<file path="config.mk">
export PLATFORM = sky130hd
export DESIGN_NAME = interval_admission_table_top_flat
export DESIGN_NICKNAME = d
export VERILOG_FILES = /design/src/sv/iat_pkg.sv /design/src/sv/iat_req_if.sv /design/src/sv/iat_rsp_if.sv /design/src/sv/iat_table.sv /design/src/sv/iat_seq.sv /design/src/sv/interval_admission_table_top.sv /design/src/flat_wrapper.sv
export SDC_FILE = /design/constraint.sdc
export NUM_CORES = 2
export LEC_CHECK = 0
export BUFFER_PORTS_ARGS = -buffer_cell sky130_fd_sc_hd__clkbuf_2
export CAP_MARGIN = 25
export CORE_UTILIZATION = 55
export DETAILED_ROUTE_END_ITERATION = 10
export PLACE_DENSITY = 0.67
export RECOVER_POWER = 25
export SLEW_MARGIN = 20
export SYNTH_ARGS = -nofsm -noshare
export SYNTH_HDL_FRONTEND = slang
export SYNTH_SLANG_ARGS = --single-unit
</file>
<file path="constraint.sdc">
create_clock -name clock -period 15.1 [get_ports clock]
set_input_delay 2.265 -clock clock [delete_from_list [all_inputs] [get_ports clock]]
set_output_delay 2.265 -clock clock [all_outputs]
set_load 0.02 [all_outputs]
</file>
<file path="src/sv/iat_pkg.sv">
// shared constants, types and the overlap function of the interval admission table
package iat_pkg;

   localparam int MAX_ACCEPTED = 64;
   localparam int TIME_BITS    = 16;

   // fixed field widths of the request and response channels
   localparam int START_BITS = 16;
   localparam int DUR_BITS   = 16;
   localparam int COUNT_BITS = 7;

   localparam int END_BITS = TIME_BITS + 1;
   localparam int CNT_BITS = $clog2(MAX_ACCEPTED + 1);
   localparam int IDX_BITS = (MAX_ACCEPTED > 1) ? $clog2(MAX_ACCEPTED) : 1;

   typedef struct packed {
      logic [TIME_BITS-1:0] span_start;
      logic [END_BITS-1:0]  span_end;
   } iat_entry_type;

   typedef struct packed {
      logic                wr_en;
      logic [IDX_BITS-1:0] wr_addr;
      iat_entry_type       wr_data;
      logic                rd_en;
      logic [IDX_BITS-1:0] rd_addr;
   } iat_mem_req_type;

   // touching intervals do not overlap
   function automatic logic iat_clash(input iat_entry_type a, input iat_entry_type b);
      logic a_before;
      logic b_before;
      a_before = a.span_end <= END_BITS'(b.span_start);
      b_before = b.span_end <= END_BITS'(a.span_start);
      return !(a_before || b_before);
   endfunction

endpackage

</file>
<file path="src/sv/iat_req_if.sv">
// request channel: one interval per request
interface iat_req_if;
   logic                            valid;
   logic                            ready;
   logic [iat_pkg::START_BITS-1:0]  interval_start;
   logic [iat_pkg::DUR_BITS-1:0]    duration;
   logic                            last;

   modport source (output valid, interval_start, duration, last, input ready);
   modport sink   (input valid, interval_start, duration, last, output ready);
endinterface

</file>
<file path="src/sv/iat_rsp_if.sv">
// response channel: admission decision and running count
interface iat_rsp_if;
   logic                            valid;
   logic                            ready;
   logic                            accepted;
   logic [iat_pkg::COUNT_BITS-1:0]  accepted_count;
   logic                            dropped_full;
   logic                            set_done;

   modport source (output valid, accepted, accepted_count, dropped_full, set_done,
                   input ready);
   modport sink   (input valid, accepted, accepted_count, dropped_full, set_done,
                   output ready);
endinterface

</file>
<file path="src/sv/iat_table.sv">
// single-port-write, registered-read store of accepted intervals
module iat_table (
   input  logic                      clock,
   input  iat_pkg::iat_mem_req_type  mem_req,
   output iat_pkg::iat_entry_type    rd_data
);
   import iat_pkg::*;

   iat_entry_type mem [MAX_ACCEPTED];
   iat_entry_type rd_data_ff;

   always_ff @(posedge clock) begin
      if (mem_req.wr_en) begin
         mem[mem_req.wr_addr] <= mem_req.wr_data;
      end
      if (mem_req.rd_en) begin
         rd_data_ff <= mem[mem_req.rd_addr];
      end
   end

   assign rd_data = rd_data_ff;

endmodule

</file>
<file path="src/sv/iat_seq.sv">
// sequencer: scans stored intervals through one overlap comparator, then decides
module iat_seq (
   input  logic                      clock,
   input  logic                      reset,
   iat_req_if.sink                   req,
   iat_rsp_if.source                 rsp,
   output iat_pkg::iat_mem_req_type  mem_req,
   input  iat_pkg::iat_entry_type    rd_data
);
   import iat_pkg::*;

   localparam logic [1:0] ST_IDLE   = 2'd0;
   localparam logic [1:0] ST_SCAN   = 2'd1;
   localparam logic [1:0] ST_DECIDE = 2'd2;

   logic [1:0]          state_ff, state_in;
   logic [CNT_BITS-1:0] cnt_ff, cnt_in;
   logic [CNT_BITS-1:0] idx_ff, idx_in;
   logic                rd_vld_ff, rd_vld_in;
   logic                hit_ff, hit_in;
   iat_entry_type       query_ff, query_in;
   logic                last_ff, last_in;

   logic                  rsp_valid_ff, rsp_valid_in;
   logic                  acc_ff, acc_in;
   logic                  drop_ff, drop_in;
   logic                  done_ff, done_in;
   logic [COUNT_BITS-1:0] count_out_ff, count_out_in;

   logic                  req_fire;
   logic                  issue;
   logic                  out_free;
   logic                  room;
   logic [TIME_BITS-1:0]  q_start;
   logic [TIME_BITS-1:0]  q_dur;

   assign req.ready = (state_ff == ST_IDLE);
   assign req_fire  = req.valid && req.ready;
   assign issue     = idx_ff < cnt_ff;
   assign out_free  = !rsp_valid_ff || rsp.ready;
   assign room      = cnt_ff < CNT_BITS'(MAX_ACCEPTED);
   assign q_start   = TIME_BITS'(req.interval_start);
   assign q_dur     = TIME_BITS'(req.duration);

   always_comb begin
      state_in     = state_ff;
      cnt_in       = cnt_ff;
      idx_in       = idx_ff;
      rd_vld_in    = 1'b0;
      hit_in       = hit_ff;
      query_in     = query_ff;
      last_in      = last_ff;
      rsp_valid_in = rsp_valid_ff && !rsp.ready;
      acc_in       = acc_ff;
      drop_in      = drop_ff;
      done_in      = done_ff;
      count_out_in = count_out_ff;

      mem_req          = '0;
      mem_req.wr_addr  = cnt_ff[IDX_BITS-1:0];
      mem_req.wr_data  = query_ff;
      mem_req.rd_addr  = idx_ff[IDX_BITS-1:0];

      case (state_ff)
         ST_IDLE: begin
            if (req_fire) begin
               query_in.span_start = q_start;
               query_in.span_end   = {1'b0, q_start} + {1'b0, q_dur};
               last_in             = req.last;
               idx_in              = '0;
               hit_in              = 1'b0;
               state_in            = ST_SCAN;
            end
         end
         ST_SCAN: begin
            if (issue) begin
               mem_req.rd_en = 1'b1;
               idx_in        = idx_ff + CNT_BITS'(1);
               rd_vld_in     = 1'b1;
            end
            // compare the entry read in the previous cycle
            if (rd_vld_ff) begin
               hit_in = hit_ff | iat_clash(query_ff, rd_data);
            end
            if (!issue && !rd_vld_ff) begin
               state_in = ST_DECIDE;
            end
         end
         ST_DECIDE: begin
            if (out_free) begin
               acc_in  = 1'b0;
               drop_in = 1'b0;
               if (!hit_ff) begin
                  if (room) begin
                     mem_req.wr_en = 1'b1;
                     cnt_in        = cnt_ff + CNT_BITS'(1);
                     acc_in        = 1'b1;
                  end else begin
                     drop_in = 1'b1;
                  end
               end
               count_out_in = COUNT_BITS'(cnt_in);
               done_in      = last_ff;
               rsp_valid_in = 1'b1;
               if (last_ff) begin
                  cnt_in = '0;
               end
               state_in = ST_IDLE;
            end
         end
         default: begin
            state_in = ST_IDLE;
         end
      endcase
   end

   always_ff @(posedge clock) begin
      if (reset) begin
         state_ff     <= ST_IDLE;
         cnt_ff       <= '0;
         rd_vld_ff    <= 1'b0;
         rsp_valid_ff <= 1'b0;
      end else begin
         state_ff     <= state_in;
         cnt_ff       <= cnt_in;
         rd_vld_ff    <= rd_vld_in;
         rsp_valid_ff <= rsp_valid_in;
      end
   end

   always_ff @(posedge clock) begin
      idx_ff       <= idx_in;
      hit_ff       <= hit_in;
      query_ff     <= query_in;
      last_ff      <= last_in;
      acc_ff       <= acc_in;
      drop_ff      <= drop_in;
      done_ff      <= done_in;
      count_out_ff <= count_out_in;
   end

   assign rsp.valid          = rsp_valid_ff;
   assign rsp.accepted       = acc_ff;
   assign rsp.accepted_count = count_out_ff;
   assign rsp.dropped_full   = drop_ff;
   assign rsp.set_done       = done_ff;

   a_cnt_bound: assert property (@(posedge clock) disable iff (reset)
      cnt_ff <= CNT_BITS'(MAX_ACCEPTED))
      else $error("entry count above table size");

   a_rsp_from_decide: assert property (@(posedge clock) disable iff (reset)
      $rose(rsp_valid_ff) |-> $past(state_ff) == ST_DECIDE)
      else $error("response raised outside decision");

   a_acc_drop_excl: assert property (@(posedge clock) disable iff (reset)
      rsp_valid_ff |-> !(acc_ff && drop_ff))
      else $error("accepted and dropped together");

   a_fire_scan: assert property (@(posedge clock) disable iff (reset)
      req_fire |=> state_ff == ST_SCAN && !rd_vld_ff)
      else $error("request did not start a scan");

   a_last_clears: assert property (@(posedge clock) disable iff (reset)
      (state_ff == ST_DECIDE && out_free && last_ff) |=> cnt_ff == '0)
      else $error("table not cleared after last request");

endmodule

</file>
<file path="src/sv/interval_admission_table_top.sv">
// top level of the interval admission table
//
//   channel | direction | payload
//   req     | in        | interval_start, duration, last
//   rsp     | out       | accepted, accepted_count, dropped_full, set_done
//
// a request scans the stored intervals between accept and response valid: one table
// read per cycle, each compared in the cycle after its read in a single comparator,
// then the decision.
// req is ready again in the same cycle that the response is raised, so a new
// request is taken only once the previous one has been answered.
// reset clears the entry count and handshake state; table contents need none.
// a held response stalls the decision until rsp is free; req is ready only
// when no request is in flight.
module interval_admission_table_top (
   input  logic       clock,
   input  logic       reset,
   iat_req_if.sink    req_chan,
   iat_rsp_if.source  rsp_chan
);
   import iat_pkg::*;

   iat_mem_req_type mem_req;
   iat_entry_type   rd_data;

   iat_seq u_seq (
      .clock   (clock),
      .reset   (reset),
      .req     (req_chan),
      .rsp     (rsp_chan),
      .mem_req (mem_req),
      .rd_data (rd_data)
   );

   iat_table u_table (
      .clock   (clock),
      .mem_req (mem_req),
      .rd_data (rd_data)
   );

endmodule
</file>
<file path="src/flat_wrapper.sv">
// flat-port wrapper written by rule: the top's interface ports become plain ports
module interval_admission_table_top_flat import iat_pkg::*;
  (clock, reset, req_chan_valid, req_chan_interval_start, req_chan_duration, req_chan_last, req_chan_ready, rsp_chan_valid, rsp_chan_accepted, rsp_chan_accepted_count, rsp_chan_dropped_full, rsp_chan_set_done, rsp_chan_ready);
  iat_req_if req_chan_i ();
  iat_rsp_if rsp_chan_i ();
  input  logic clock;
  input  logic reset;
  input wire logic [$bits(req_chan_i.valid)-1:0] req_chan_valid;
  input wire logic [$bits(req_chan_i.interval_start)-1:0] req_chan_interval_start;
  input wire logic [$bits(req_chan_i.duration)-1:0] req_chan_duration;
  input wire logic [$bits(req_chan_i.last)-1:0] req_chan_last;
  output wire logic [$bits(req_chan_i.ready)-1:0] req_chan_ready;
  output wire logic [$bits(rsp_chan_i.valid)-1:0] rsp_chan_valid;
  output wire logic [$bits(rsp_chan_i.accepted)-1:0] rsp_chan_accepted;
  output wire logic [$bits(rsp_chan_i.accepted_count)-1:0] rsp_chan_accepted_count;
  output wire logic [$bits(rsp_chan_i.dropped_full)-1:0] rsp_chan_dropped_full;
  output wire logic [$bits(rsp_chan_i.set_done)-1:0] rsp_chan_set_done;
  input wire logic [$bits(rsp_chan_i.ready)-1:0] rsp_chan_ready;
  assign req_chan_i.valid = req_chan_valid;
  assign req_chan_i.interval_start = req_chan_interval_start;
  assign req_chan_i.duration = req_chan_duration;
  assign req_chan_i.last = req_chan_last;
  assign req_chan_ready = req_chan_i.ready;
  assign rsp_chan_valid = rsp_chan_i.valid;
  assign rsp_chan_accepted = rsp_chan_i.accepted;
  assign rsp_chan_accepted_count = rsp_chan_i.accepted_count;
  assign rsp_chan_dropped_full = rsp_chan_i.dropped_full;
  assign rsp_chan_set_done = rsp_chan_i.set_done;
  assign rsp_chan_i.ready = rsp_chan_ready;
  interval_admission_table_top u_core (.clock(clock), .reset(reset), .req_chan(req_chan_i), .rsp_chan(rsp_chan_i));
endmodule
</file>
==> results.txt <==
From synthesis to final layout, the design area changed by 11.9%. Setup repair after global routing left no endpoint under its margin. The horizontal die dimension came out at 396 µm. The clock period could shrink to 5.84 ns. The routed wire length is 206000 µm. The chip height came out at 396 µm.

The completed layout was analyzed and its total power is 15.0 mW. The critical path in this run is classified as input port to flop. The first detailed-routing pass ran for 5 iterations. Tracing the worst setup path back leads to its startpoint at rsp_chan_ready. The die covers 157000 µm². The starting density of the core is 55.4%.

Setup violations remaining at the end of the flow were counted as 0. The core region is 154000 µm². The synthesized design contains 2208 register bits. The static leakage is 29.7 nW.

49 I/O pins were placed. The number of buffers added by the clock tree synthesis step came out at 211. The routability-driven placement congestion ratio is 1.00.

The average cell area after synthesis came out at 22.9 µm². STA classifies the critical path endpoint as a flop. After clock tree synthesis, the repair step resized 0 gates. The maximum buffer depth of the clock tree is 3. The peak fanout along the critical path came out at 19.

Counting flops with an async set or reset pin after synthesis yields a share of 0%. The total number of vias came out at 40000. The standard-cell row count is 144. The worst relative slew slack is -150%. The run finished, with violations left. The worst register-to-register path begins at u_core.u_seq.idx_ff[0]. After clock tree synthesis, the flow added hold-fix buffers numbering 0.

The worst setup path is launched from an input port. The number of setup buffers added after CTS came out at 0. The slew at the pin closest to its max-slew limit is 3.74 ns.

The worst endpoint data arrival time came out at 6.34 ns. The clock sink count is 2208. The net count of the mapped netlist came out at 3823. The critical path goes through clkbuf_2 -> nand2b_1 -> nand3_1 -> clkinv_1 -> nand3_1 -> nor2_4 -> buf_4. The clock latency on the worst-skew pair came out at 0.85 ns. The max-cap check violation count came out at 24.

The number of antenna violations at the first check in global routing came to 10. The number of warning messages in the yosys log is 0. The count of cells along the worst register-to-register path is 7. The count of nets left with antenna violations after detail routing came out at 0. The count of input and output buffers came out at 48. In the final routed layout, each cell accounts on average for 33.3 µm. The critical hold path startpoint is u_core.u_seq.rd_vld_ff.

The via count of the first global-routing pass is 39900. The synthesized cell area is 85300 µm². The met1 demand-to-capacity share in global routing came out at 37.3%. The met3 track utilization from global routing is 6.22%. The final critical-path share of the clock period is 38.7%. Timing would allow up to 171 MHz. The number of enable flip-flop cells after synthesis is 2197. In the synthesized netlist the dominant register cell turns out to be edfxtp_1. The worst IR drop on VDD came out at 0.000120 V. Counting stages on the worst path, the most repeated cell is nand3_1. In the layout the commonest cells are 2197 x edfxtp_1, 595 x mux4_2, 214 x clkbuf_16.

For this run, global-route usage on met2 was measured as 41.6%. The clock transition at the registers of the reported paths came out at 0.06 ns. In this run the number of H-tree levels came out at 4. In the routed layout, each cell is associated on average with a via count of 6.48. The final count of hold timing violations is 0. In the synthesized netlist, the number of instances is 3729. Global routing consumed, over all layers together, 26.6% of the routing resources. The tree is rooted in a clkbuf_16. The number of distinct standard cells referenced by the synthesized netlist came out at 61. The ratio of cells with drive above 1 in the final layout is 27.1%. The worst hold path belongs to the class flop to flop.

The total congestion overflow came out at 0. The busiest layer in global routing is met2. The count of pins over their slew limit is 1360.

The initial DRC count came out at 4917. The wire length of the first global-routing pass came out at 293000 µm. Leaving out fill and tap cells, the most frequent cell in the layout is edfxtp_1. The number of nets in the layout is 4045. The data required time at the worst endpoint is 15.60 ns.

The remaining routing DRC violations came out at 0. The hold slack is 0.603 ns. The checks that failed: capacitance limit, slew limit.

TritonCTS built the clock tree. The post-synthesis sequential area ratio is 77.6%. The cell depth of the worst min-delay path is 2. The stage delay of the slowest cell on the critical path is 0.94 ns. The estimated wirelength of the detail-placed design is 116000 µm.

The slowest stage of the critical path is the nor2_4 cell. Power spread over the standard cell area amounts to 157 nW/µm². The maximum number of pins on one net before global-route repair is 141.

The final sum of negative setup slack came out at 0 ns. The worst-case clock skew came out at 0.0362 ns.
-- sequential cells by signal, summed over array words and instances, names as in the netlist --
register	count
u_core.u_seq.rsp.accepted	1
u_core.u_seq.rsp.valid	1
u_core.u_seq.mem_req	33
u_core.u_seq.rsp.set_done	1
u_core.u_seq.rsp.accepted_count	7
u_core.u_seq.cnt_ff	7
u_core.u_seq.rsp.dropped_full	1
u_core.u_table.rd_data	33
u_core.u_seq.state_ff	2
u_core.u_seq.idx_ff	7
u_core.u_seq.hit_ff	1
u_core.u_table.mem	2112
u_core.u_seq.last_ff	1
u_core.u_seq.rd_vld_ff	1
-- final cells by class --
class                           instances  area [µm²]
Multi-Input combinational cell       1284       18500
Timing Repair Buffer                  192        1390
Antenna cell                            2        5.00
Tap cell                             2044        2560
Fill cell                           10300       58600
Clock buffer                          258        5520
Clock inverter                        130        1070
Inverter                               54         203
Sequential cell                      2208       66200
-- per-layer routing --
layer	wire length, µm	up-vias	part of all wire (%)
met5	23	-	0.011
met2	98600	1904	48
li1	-	16300	-
met1	80600	21400	39
met4	8150	4	4.0
met3	18400	366	8.9
-- path summary, 6_finish.rpt --
kind | slack (ns) | to
worst max-delay path | 9.26 | u_core.u_table.mem[51][29]
worst min-delay path | 0.60 | u_core.u_seq.state_ff[1]
worst max register to register | 10.03 | u_core.u_table.rd_data[17]
worst min register to register | 0.60 | u_core.u_seq.state_ff[1]
-- cell families after synthesis --
logic type      share of synthesized area [%]
fa+ha+maj                               0.845
simple gates                             1.51
flops                                    77.6
mux                                      16.8
xor+xnor                                0.236
buf+inv                                  1.25
compound gates                           1.80
-- synth_stat cells (7+ instances only) --
| master | number | share of area [%] |
|---|---|---|
| nand2b_1 | 8 | 0.059 |
| a21o_1 | 18 | 0.16 |
| edfxtp_1 | 2197 | 77 |
| nand2_1 | 64 | 0.28 |
| buf_2 | 63 | 0.37 |
| a22oi_1 | 24 | 0.21 |
| mux2i_1 | 89 | 1.0 |
| o22ai_1 | 40 | 0.29 |
| buf_4 | 16 | 0.14 |
| a21oi_1 | 43 | 0.25 |
| a221oi_1 | 7 | 0.072 |
| clkbuf_1 | 75 | 0.33 |
| nand4_1 | 9 | 0.066 |
| nor2_1 | 120 | 0.53 |
| xor2_1 | 7 | 0.072 |
| nor3_1 | 27 | 0.16 |
| ha_1 | 56 | 0.82 |
| a211oi_1 | 11 | 0.097 |
| dfxtp_1 | 11 | 0.26 |
| mux4_2 | 595 | 16 |
| xnor2_1 | 16 | 0.16 |
| buf_1 | 24 | 0.11 |
| nand3_1 | 22 | 0.13 |
| o21ai_0 | 44 | 0.26 |
| inv_1 | 50 | 0.22 |
| o221ai_1 | 19 | 0.20 |
-- where the power goes --
group	switching [mW]	total [mW]	internal [mW]
sequential	0.0422	7.09	7.05
clock	2.21	5.07	2.86
combinational	1.76	2.86	1.10
-- stage by stage --
stage	std cells	area, µm²	util (%)	worst slack, ns
after floorplan	3729	85300	-	8.34
after global placement	5773	88800	57.6	8.65
after detailed placement	5781	89000	57.8	8.56
after CTS	6169	95600	62.0	9.44
after global routing	6170	95500	62.0	9.29
final	6172	95500	62.0	9.26
-- worst max-delay path, delay by kind of cell --
family / cells / cell delay, ns
simple gates: 4 / 2.81
buf+inv: 3 / 1.22
No activity file was read; power rests on OpenSTA's default activity.
